===== config.mk =====
export PLATFORM = sky130hd
export DESIGN_NAME = button_short_long_press_classifier_core
export DESIGN_NICKNAME = d
export VERILOG_FILES = /design/src/rtl/bslp_pkg.sv /design/src/rtl/bslp_ram.sv /design/src/rtl/bslp_front.sv /design/src/rtl/bslp_btn.sv /design/src/rtl/bslp_back.sv /design/src/rtl/button_short_long_press_classifier_core.sv
export SDC_FILE = /design/constraint.sdc
export NUM_CORES = 1
export LEC_CHECK = 0
export BUFFER_PORTS_ARGS = -buffer_cell sky130_fd_sc_hd__buf_2
export CAP_MARGIN = 25
export CORE_ASPECT_RATIO = 1.5
export CORE_MARGIN = 4
export CORE_UTILIZATION = 40
export CTS_CLUSTER_DIAMETER = 60
export CTS_CLUSTER_SIZE = 25
export DETAILED_ROUTE_END_ITERATION = 16
export PLACE_DENSITY_LB_ADDON = 0.3
export SLEW_MARGIN = 20
export SYNTH_ARGS = -nofsm -noshare
export SYNTH_HDL_FRONTEND = slang
export SYNTH_SLANG_ARGS = --single-unit

===== constraint.sdc =====
create_clock -name i_clk -period 12.9 [get_ports i_clk]
set_input_delay 1.935 -clock i_clk [delete_from_list [all_inputs] [get_ports i_clk]]
set_output_delay 1.935 -clock i_clk [all_outputs]
set_load 0.05 [all_outputs]

===== src/rtl/bslp_pkg.sv =====
// Package for the button short/long press classifier.
// Holds the transfer structs, configuration register indexes, event codes and widths.
// No dependencies; imported by bslp_front, bslp_btn, bslp_back and the top level.
package bslp_pkg;

    localparam int NUM_BUTTONS  = 3;
    localparam int DEBOUNCE_W   = 16;
    localparam int LONG_W       = 16;
    localparam int CONFIRM_W    = 8;
    localparam int CFG_DATA_W   = 16;
    localparam int CFG_INDEX_W  = 2;
    localparam int EVENT_W      = 3;

    localparam logic [CFG_INDEX_W-1:0] CFG_DEBOUNCE = 2'd0;
    localparam logic [CFG_INDEX_W-1:0] CFG_LONG     = 2'd1;
    localparam logic [CFG_INDEX_W-1:0] CFG_CONFIRM  = 2'd2;

    localparam logic [DEBOUNCE_W-1:0] DEBOUNCE_RESET = 16'd50;
    localparam logic [LONG_W-1:0]     LONG_RESET     = 16'd1000;
    localparam logic [CONFIRM_W-1:0]  CONFIRM_RESET  = 8'd5;

    localparam logic [EVENT_W-1:0] EV_NONE       = 3'd0;
    localparam logic [EVENT_W-1:0] EV_UP_SHORT   = 3'd1;
    localparam logic [EVENT_W-1:0] EV_UP_LONG    = 3'd2;
    localparam logic [EVENT_W-1:0] EV_OK_SHORT   = 3'd3;
    localparam logic [EVENT_W-1:0] EV_OK_LONG    = 3'd4;
    localparam logic [EVENT_W-1:0] EV_DOWN_SHORT = 3'd5;
    localparam logic [EVENT_W-1:0] EV_DOWN_LONG  = 3'd6;

    localparam logic [EVENT_W-1:0] SHORT_CODE [NUM_BUTTONS] =
        '{EV_UP_SHORT, EV_OK_SHORT, EV_DOWN_SHORT};
    localparam logic [EVENT_W-1:0] LONG_CODE [NUM_BUTTONS] =
        '{EV_UP_LONG, EV_OK_LONG, EV_DOWN_LONG};

    typedef struct packed {
        logic mode;
        logic up_level;
        logic ok_level;
        logic down_level;
    } t_in_item;

    typedef struct packed {
        logic [EVENT_W-1:0] event_code;
        logic               queue_nonempty;
    } t_out_item;

    typedef struct packed {
        logic                   is_pop;
        logic [NUM_BUTTONS-1:0] levels;
    } t_cmd;

    typedef struct packed {
        logic [DEBOUNCE_W-1:0] debounce_ticks;
        logic [LONG_W-1:0]     long_press_ticks;
        logic [CONFIRM_W-1:0]  release_confirm_ticks;
    } t_cfg;

    typedef struct packed {
        logic long_ev;
        logic short_ev;
    } t_btn_ev;

endpackage


===== src/rtl/bslp_ram.sv =====
// Generic single-write, single-read RAM with a registered read port.
// Used for the event queue storage; depends on nothing.
module bslp_ram #(
    parameter int WIDTH = 3,
    parameter int DEPTH = 8
) (
    input  logic                     i_clk,
    input  logic                     i_we,
    input  logic [$clog2(DEPTH)-1:0] i_waddr,
    input  logic [WIDTH-1:0]         i_wdata,
    input  logic                     i_re,
    input  logic [$clog2(DEPTH)-1:0] i_raddr,
    output logic [WIDTH-1:0]         o_rdata
);

    logic [WIDTH-1:0] r_mem [DEPTH];
    logic [WIDTH-1:0] r_rdata;

    always_ff @(posedge i_clk) begin
        if (i_we) begin
            r_mem[i_waddr] <= i_wdata;
        end
        if (i_re) begin
            r_rdata <= r_mem[i_raddr];
        end
    end

    assign o_rdata = r_rdata;

endmodule


===== src/rtl/bslp_front.sv =====
// Front end: a two-entry command queue that takes input transfers and decodes them.
// Depends on bslp_pkg for the item and command structs.
module bslp_front
    import bslp_pkg::*;
(
    input  logic     i_clk,
    input  logic     i_rst_n,
    input  logic     i_valid,
    input  t_in_item i_item,
    output logic     o_stall,
    output logic     o_cmd_valid,
    output t_cmd     o_cmd,
    input  logic     i_take
);

    logic [1:0] r_cnt, n_cnt;
    logic       r_head, n_head;
    t_cmd       r_slot [2];
    logic       push;
    logic       tail;
    t_cmd       decoded;

    assign o_stall     = (r_cnt == 2'd2);
    assign push        = i_valid && !o_stall;
    assign tail        = r_head ^ r_cnt[0];
    assign o_cmd_valid = (r_cnt != 2'd0);
    assign o_cmd       = r_slot[r_head];

    always_comb begin
        decoded.is_pop = i_item.mode;
        decoded.levels = {i_item.down_level, i_item.ok_level, i_item.up_level};
    end

    always_comb begin
        n_cnt  = r_cnt;
        n_head = r_head;
        if (i_take) begin
            n_head = ~r_head;
        end
        if (push && !i_take) begin
            n_cnt = r_cnt + 2'd1;
        end else if (!push && i_take) begin
            n_cnt = r_cnt - 2'd1;
        end
    end

    always_ff @(posedge i_clk) begin
        if (!i_rst_n) begin
            r_cnt  <= 2'd0;
            r_head <= 1'b0;
        end else begin
            r_cnt  <= n_cnt;
            r_head <= n_head;
        end
    end

    always_ff @(posedge i_clk) begin
        if (push) begin
            r_slot[tail] <= decoded;
        end
    end

endmodule


===== src/rtl/bslp_btn.sv =====
// One button lane: edge detection, debounce, long-press timer and release confirmation.
// Depends on bslp_pkg for the configuration and event structs.
module bslp_btn
    import bslp_pkg::*;
#(
    parameter int COUNTER_WIDTH = 16
) (
    input  logic    i_clk,
    input  logic    i_rst_n,
    input  logic    i_en,
    input  logic    i_level,
    input  t_cfg    i_cfg,
    output t_btn_ev o_ev
);

    localparam int CMPW = (COUNTER_WIDTH > DEBOUNCE_W) ? COUNTER_WIDTH : DEBOUNCE_W;
    localparam logic [COUNTER_WIDTH-1:0] CNT_MAX = '1;
    localparam logic [CONFIRM_W-1:0]     RUN_MAX = '1;

    logic                     r_prev, n_prev;
    logic                     r_pressed, n_pressed;
    logic                     r_long_fired, n_long_fired;
    logic [COUNTER_WIDTH-1:0] r_cnt, n_cnt;
    logic [CONFIRM_W-1:0]     r_run, n_run;
    logic [COUNTER_WIDTH-1:0] cnt_inc;
    logic [CONFIRM_W-1:0]     run_inc;

    assign cnt_inc = (r_cnt == CNT_MAX) ? r_cnt : r_cnt + 1'b1;

    always_comb begin
        n_prev       = r_prev;
        n_pressed    = r_pressed;
        n_long_fired = r_long_fired;
        n_cnt        = r_cnt;
        n_run        = r_run;
        run_inc      = r_run;
        o_ev         = '0;
        if (i_en) begin
            n_prev = i_level;
            n_cnt  = cnt_inc;
            if (r_prev && !i_level && !r_pressed &&
                CMPW'(cnt_inc) >= CMPW'(i_cfg.debounce_ticks)) begin
                n_pressed    = 1'b1;
                n_long_fired = 1'b0;
                n_cnt        = '0;
                n_run        = '0;
            end
            if (n_pressed) begin
                if (!n_long_fired && CMPW'(n_cnt) >= CMPW'(i_cfg.long_press_ticks)) begin
                    n_long_fired = 1'b1;
                    o_ev.long_ev = 1'b1;
                end
                if (i_level) begin
                    run_inc = (n_run == RUN_MAX) ? n_run : n_run + 1'b1;
                    if (run_inc >= i_cfg.release_confirm_ticks) begin
                        o_ev.short_ev = !n_long_fired;
                        n_pressed     = 1'b0;
                        n_run         = '0;
                    end else begin
                        n_run = run_inc;
                    end
                end else begin
                    n_run = '0;
                end
            end
        end
    end

    always_ff @(posedge i_clk) begin
        if (!i_rst_n) begin
            r_prev       <= 1'b1;
            r_pressed    <= 1'b0;
            r_long_fired <= 1'b0;
            r_cnt        <= '0;
            r_run        <= '0;
        end else begin
            r_prev       <= n_prev;
            r_pressed    <= n_pressed;
            r_long_fired <= n_long_fired;
            r_cnt        <= n_cnt;
            r_run        <= n_run;
        end
    end

endmodule


===== src/rtl/bslp_back.sv =====
// Back end: configuration registers, the three button lanes, the event queue and the result register.
// Depends on bslp_pkg, bslp_btn and bslp_ram.
module bslp_back
    import bslp_pkg::*;
#(
    parameter int QUEUE_DEPTH   = 8,
    parameter int COUNTER_WIDTH = 16
) (
    input  logic                   i_clk,
    input  logic                   i_rst_n,
    input  logic                   i_cfg_we,
    input  logic [CFG_INDEX_W-1:0] i_cfg_index,
    input  logic [CFG_DATA_W-1:0]  i_cfg_data,
    input  logic                   i_cmd_valid,
    input  t_cmd                   i_cmd,
    output logic                   o_take,
    output logic                   o_valid,
    output t_out_item              o_item,
    input  logic                   i_stall
);

    localparam int QPW = $clog2(QUEUE_DEPTH);
    localparam int CNW = $clog2(QUEUE_DEPTH + 1);
    localparam int SW  = CNW + 2;
    localparam logic [QPW-1:0] PTR_LAST = QPW'(QUEUE_DEPTH - 1);

    t_cfg                r_cfg;
    logic [1:0]          r_pend_cnt, n_pend_cnt;
    logic [EVENT_W-1:0]  r_pend_code [2];
    logic [EVENT_W-1:0]  n_pend_code [2];
    logic [QPW-1:0]      r_wptr, n_wptr;
    logic [QPW-1:0]      r_rptr, n_rptr;
    logic [CNW-1:0]      r_count, n_count;
    logic                r_out_valid, n_out_valid;
    logic                r_out_hit, n_out_hit;
    logic                r_out_nonempty, n_out_nonempty;

    logic                exec;
    logic                exec_tick;
    logic                pop_hit;
    t_btn_ev             btn_ev [NUM_BUTTONS];
    logic [EVENT_W-1:0]  list [NUM_BUTTONS];
    logic [1:0]          n_acc;
    logic [SW-1:0]       taken;
    logic                ram_we;
    logic [EVENT_W-1:0]  ram_wdata;
    logic [EVENT_W-1:0]  ram_rdata;

    assign exec      = i_cmd_valid && (r_pend_cnt == 2'd0) && (!r_out_valid || !i_stall);
    assign exec_tick = exec && !i_cmd.is_pop;
    assign pop_hit   = exec && i_cmd.is_pop && (r_count != '0);
    assign o_take    = exec;

    for (genvar g = 0; g < NUM_BUTTONS; g++) begin : g_btn
        bslp_btn #(
            .COUNTER_WIDTH(COUNTER_WIDTH)
        ) u_btn (
            .i_clk  (i_clk),
            .i_rst_n(i_rst_n),
            .i_en   (exec_tick),
            .i_level(i_cmd.levels[g]),
            .i_cfg  (r_cfg),
            .o_ev   (btn_ev[g])
        );
    end

    // Events are admitted in button order while the queue has room; the rest are dropped.
    always_comb begin
        n_acc = 2'd0;
        taken = '0;
        for (int i = 0; i < NUM_BUTTONS; i++) begin
            list[i] = EV_NONE;
        end
        for (int i = 0; i < NUM_BUTTONS; i++) begin
            if (exec_tick && (btn_ev[i].long_ev || btn_ev[i].short_ev) &&
                (SW'(r_count) + taken) < SW'(QUEUE_DEPTH)) begin
                list[n_acc] = btn_ev[i].long_ev ? LONG_CODE[i] : SHORT_CODE[i];
                n_acc       = n_acc + 2'd1;
                taken       = taken + 1'b1;
            end
        end
    end

    always_comb begin
        ram_we      = 1'b0;
        ram_wdata   = r_pend_code[0];
        n_pend_cnt  = r_pend_cnt;
        n_pend_code = r_pend_code;
        priority if (r_pend_cnt != 2'd0) begin
            ram_we         = 1'b1;
            n_pend_code[0] = r_pend_code[1];
            n_pend_cnt     = r_pend_cnt - 2'd1;
        end else if (exec_tick && n_acc != 2'd0) begin
            ram_we         = 1'b1;
            ram_wdata      = list[0];
            n_pend_code[0] = list[1];
            n_pend_code[1] = list[2];
            n_pend_cnt     = n_acc - 2'd1;
        end
    end

    always_comb begin
        n_wptr  = r_wptr;
        n_rptr  = r_rptr;
        n_count = r_count;
        if (ram_we) begin
            n_wptr = (r_wptr == PTR_LAST) ? '0 : r_wptr + 1'b1;
        end
        if (pop_hit) begin
            n_rptr  = (r_rptr == PTR_LAST) ? '0 : r_rptr + 1'b1;
            n_count = r_count - 1'b1;
        end else if (exec_tick) begin
            n_count = r_count + CNW'(n_acc);
        end
    end

    always_comb begin
        n_out_valid    = r_out_valid;
        n_out_hit      = r_out_hit;
        n_out_nonempty = r_out_nonempty;
        if (exec) begin
            n_out_valid    = 1'b1;
            n_out_hit      = pop_hit;
            n_out_nonempty = (n_count != '0);
        end else if (!i_stall) begin
            n_out_valid = 1'b0;
        end
    end

    bslp_ram #(
        .WIDTH(EVENT_W),
        .DEPTH(QUEUE_DEPTH)
    ) u_ram (
        .i_clk  (i_clk),
        .i_we   (ram_we),
        .i_waddr(r_wptr),
        .i_wdata(ram_wdata),
        .i_re   (pop_hit),
        .i_raddr(r_rptr),
        .o_rdata(ram_rdata)
    );

    always_ff @(posedge i_clk) begin
        if (!i_rst_n) begin
            r_cfg.debounce_ticks        <= DEBOUNCE_RESET;
            r_cfg.long_press_ticks      <= LONG_RESET;
            r_cfg.release_confirm_ticks <= CONFIRM_RESET;
        end else if (i_cfg_we) begin
            unique case (i_cfg_index)
                CFG_DEBOUNCE: r_cfg.debounce_ticks        <= i_cfg_data[DEBOUNCE_W-1:0];
                CFG_LONG:     r_cfg.long_press_ticks      <= i_cfg_data[LONG_W-1:0];
                CFG_CONFIRM:  r_cfg.release_confirm_ticks <= i_cfg_data[CONFIRM_W-1:0];
                default: begin
                end
            endcase
        end
    end

    always_ff @(posedge i_clk) begin
        if (!i_rst_n) begin
            r_pend_cnt  <= 2'd0;
            r_wptr      <= '0;
            r_rptr      <= '0;
            r_count     <= '0;
            r_out_valid <= 1'b0;
        end else begin
            r_pend_cnt  <= n_pend_cnt;
            r_wptr      <= n_wptr;
            r_rptr      <= n_rptr;
            r_count     <= n_count;
            r_out_valid <= n_out_valid;
        end
    end

    always_ff @(posedge i_clk) begin
        r_pend_code    <= n_pend_code;
        r_out_hit      <= n_out_hit;
        r_out_nonempty <= n_out_nonempty;
    end

    assign o_valid               = r_out_valid;
    assign o_item.event_code     = r_out_hit ? ram_rdata : EV_NONE;
    assign o_item.queue_nonempty = r_out_nonempty;

endmodule


===== src/rtl/button_short_long_press_classifier_core.sv =====
// Top level of the button short/long press classifier: front command queue and back end.
// Depends on bslp_pkg, bslp_front and bslp_back.
//
// Each input transfer is either a millisecond tick carrying the three active-low pin levels or
// a pop that removes the oldest queued event; every transfer yields exactly one result transfer.
// The block takes one item per clock cycle unless o_stall holds it. A tick that queues two or three
// events at once holds the next item while the extra events are written, because the event
// memory has a single write port and takes one event per cycle. An unstalled item is registered
// in the two-entry front queue, and when the back end takes it, its result is loaded into the
// output register; a popped code comes from the registered read of the event memory. There is
// no clearing pass after reset. The user must write configuration only while the block is idle;
// the block itself does not enforce this.
module button_short_long_press_classifier_core
    import bslp_pkg::*;
#(
    parameter int QUEUE_DEPTH   = 8,
    parameter int COUNTER_WIDTH = 16
) (
    input  logic                   i_clk,
    input  logic                   i_rst_n,
    input  logic                   i_cfg_we,
    input  logic [CFG_INDEX_W-1:0] i_cfg_index,
    input  logic [CFG_DATA_W-1:0]  i_cfg_data,
    input  logic                   i_valid,
    input  t_in_item               i_item,
    output logic                   o_stall,
    output logic                   o_valid,
    output t_out_item              o_item,
    input  logic                   i_stall
);

    logic cmd_valid;
    t_cmd cmd;
    logic cmd_take;

    bslp_front u_front (
        .i_clk      (i_clk),
        .i_rst_n    (i_rst_n),
        .i_valid    (i_valid),
        .i_item     (i_item),
        .o_stall    (o_stall),
        .o_cmd_valid(cmd_valid),
        .o_cmd      (cmd),
        .i_take     (cmd_take)
    );

    bslp_back #(
        .QUEUE_DEPTH  (QUEUE_DEPTH),
        .COUNTER_WIDTH(COUNTER_WIDTH)
    ) u_back (
        .i_clk      (i_clk),
        .i_rst_n    (i_rst_n),
        .i_cfg_we   (i_cfg_we),
        .i_cfg_index(i_cfg_index),
        .i_cfg_data (i_cfg_data),
        .i_cmd_valid(cmd_valid),
        .i_cmd      (cmd),
        .o_take     (cmd_take),
        .o_valid    (o_valid),
        .o_item     (o_item),
        .i_stall    (i_stall)
    );

endmodule

==> flow_summary_export.csv <==
group,metric,value,unit
setup_path,critical_path.endpoint_type,"register",
floorplanning,row_count,77,
placement,gp_congestion,0.853,
clock_tree,clock_latency,460,ps
floorplanning,ioPinCount,33,
yosys,netlist-cell-type-count,94,
outcome,status,"finished, final reports clean",
sta,hold_viol,0,
finish,stdcell_count,1804,
floorplanning,die_area,33200,um2
yosys,synthAdderAreaFrac,14.3,%
placement,port-buffer-count,32,
setup_path,arrival,10610,ps
yosys,netlist.area_leader.share,22.8,%
clock_tree,post-cts-setup-buffers,0,
finish,post_route_cells_drive_above_1_share,9.30,%
sta,fmax,96.0,MHz
sta,grt_setup_unrepaired,"no",
yosys,avgSynthCellArea,8.69,um2
sta,worst_pin_slew,971,ps
detailed_routing,avgViaCountPerCell,5.65,
finish,nFillCells,3011,
sta,fin_skew,15.5,ps
sta,setup_viol,0,
yosys,synth.area.mux_share,3.86,%
setup_path,cp_slowest_cell,"o21ba_1",
yosys,synth_area_leaders,"dfxtp_1 23%, ha_1 14%, edfxtp_1 11%",
pwr,ir_worst_vdd,0.0000907,V
clock_tree,htree_levels,4,
setup_path,crit_type,"register to register",
floorplanning,initial_core_util,40.8,%
setup_path,cp-start-kind,"register",
grt,antenna_found_initial,0,
yosys,yosysWarnings,0,
grt,grt_max_degree,54,
detailed_routing,drc,0,
clock_tree,cts_tree,"built",
yosys,ys_async_sr_fraction,0,%
clock_tree,clockBufferDepth,2,
yosys,synth_compound_area_share,17.4,%
sta,period_needed,10420,ps
yosys,synth-seq-cells,181,
setup_path,max_stage_delay,670,ps
grt,grt_pass1_vias,10231,
yosys,synth_top_family_by_area,"simple AND/OR/NAND/NOR gates",
clock_tree,clock_sinks,181,
detailed_routing,vias,10193,
floorplanning,die_x,150,um
yosys,yosys.area.top_type,"dfxtp_1",
pwr,power,1460,uW
yosys,syn-num-nets,1558,
placement,pre_cts_slack,2590,ps
clock_tree,path_clk_slew,80,ps
pwr,p_leak,0.00550,uW
finish,n_antenna_cell,0,
job,cap_violations,0,
floorplanning,core_area,29700,um2
detailed_routing,first_iter_violations,574,
grt,gr-total-overflow,0,
sta,worst_slack,2480,ps
pwr,powerDensity,111,nW/um2
yosys,syn_area,12100,um2
grt,grt_util_all_layers,19.7,%
detailed_routing,avgRoutedWirePerCell,17.8,um
setup_path,crit_fanout,19,
grt,gr-usage-met2,36.1,%
sta,fin_crit_sh,80.8,%
placement,dp_hpwl,24.5,mm
yosys,synthFlopType,"dfxtp_1",
yosys,synth-simple-area-share,23.2,%
floorplanning,die_h,221,um
grt,grt_pass1_wl,52.0,mm
clock_tree,cts_resized,0,
finish,area_growth,8.74,%
grt,grtUsageMet1,22.1,%
detailed_routing,drt_first_pass_iters,5,
clock_tree,cts_hold_buffers,0,
clock_tree,cts_buffers,17,
yosys,seq_area_frac_synth,33.5,%
placement,dpl.cell_count,1772,
sta,slew_headroom,35.1,%
hold_path,hold_class,"register to register",
sta,drv_slew,0,
setup_path,cpMostUsedCell,"ha_1",
yosys,yosys.area_share.xor_xnor,3.55,%
sta,fin_setup_tns,0,ps
detailed_routing,ant_nets,0,
clock_tree,cts_root_buffer,"clkbuf_16",
setup_path,critPathRequiredTime,13090,ps
grt,busiest_layer,"met2",
yosys,synth_edf_count,43,
yosys,synth_cells,1393,
finish,nets,1561,
detailed_routing,routed_wl,32.1,mm
grt,gr-usage-met3,2.76,%
critical path: cells and delay by family, from the launching register on:
kind	cells	cell delay, ps
flops	1	440
xor+xnor	3	510
simple gates	17	3550
fa+ha+maj	7	1910
buf+inv	3	230
mux	1	360
compound gates	12	3140
cells by family (layout without fill, tap and decap cells):
| group | count (synthesis) | count (layout) |
|---|---|---|
| compound gates | 319 | 319 |
| xor+xnor | 49 | 49 |
| fa+ha+maj | 138 | 138 |
| buf+inv | 121 | 137 |
| flops | 181 | 181 |
| mux | 35 | 35 |
| simple gates | 550 | 550 |
worst paths after layout:
kind                                       start               endpoint  slack, ps  cells past startpoint
setup / recovery  u_back.g_btn[0].u_btn.r_cnt[4]  u_back.r_out_nonempty       2480                     43
hold / removal                  u_back.r_cfg[36]       u_back.r_cfg[36]        450                      2
setup reg to reg  u_back.g_btn[0].u_btn.r_cnt[4]  u_back.r_out_nonempty       2480                     43
hold reg to reg                 u_back.r_cfg[36]       u_back.r_cfg[36]        450                      2
power breakdown:
part | total (uW) | internal [uW] | leakage [uW] | switching [uW]
clock network | 524 | 272 | 0.000270 | 252
registers | 635 | 610 | 0.00154 | 24.4
logic | 298 | 98.2 | 0.00369 | 200
cells in the final DEF, fill, tap and decap left out, types with 40 or more instances in the layout:
master,count
nand2_1,182
dfxtp_1,138
ha_1,137
a21oi_1,105
nor2_1,101
inv_1,58
nand3_1,52
o21ai_0,49
edfxtp_1,43
nor2b_1,40
per-stage QoR:
stage / util [%] / hold WS, ps / cell area (um2)
3_5_place_dp: 42.4 / 448 / 12600
2_1_floorplan: - / 436 / 12100
3_3_place_gp: 42.4 / 444 / 12600
5_1_grt: 44.4 / 475 / 13200
4_1_cts: 44.4 / 458 / 13200
6_report: 44.4 / 454 / 13200
layer usage:
| layer | up-vias | share of wire (%) |
|---|---|---|
| li1 | 5045 | - |
| met1 | 4859 | 40 |
| met2 | 215 | 52 |
| met3 | 74 | 3.1 |
| met4 | 0 | 4.3 |
| met5 | - | 0 |
state kept, by name, summed over array words and instances (netlist names), 4 cells and up, named ones only:
signal / flops
u_front.r_slot: 8
u_back.r_count: 4
u_back.g_btn.u_btn.r_run: 24
u_back.g_btn.u_btn.r_cnt: 48
u_back.r_pend_code: 6
u_back.r_cfg: 40
u_back.u_ram.r_mem: 24
cells in the mapped netlist, types with 25 or more instances:
| library cell | number |
|---|---|
| nor3_1 | 26 |
| nor2b_1 | 40 |
| edfxtp_1 | 43 |
| nand2_1 | 182 |
| nand3_1 | 52 |
| inv_1 | 59 |
| a21oi_1 | 105 |
| dfxtp_1 | 138 |
| o21ai_0 | 49 |
| and2_1 | 31 |
| nor2_1 | 102 |
| clkbuf_1 | 41 |
| ha_1 | 137 |
| xor2_1 | 25 |
cell type report:
| type | count | area [um2] | area share (%) |
|---|---|---|---|
| flip-flops and latches | 181 | 4050 | 30.8 |
| multi-input cells | 1091 | 7560 | 57.4 |
| repair buffers | 44 | 254 | 1.93 |
| well taps | 395 | 494 | 3.75 |
| clock inverters | 14 | 141 | 1.07 |
| inverters | 61 | 229 | 1.74 |
| clock buffers | 18 | 429 | 3.26 |
Note: power is estimated with default switching activity, not from simulation.
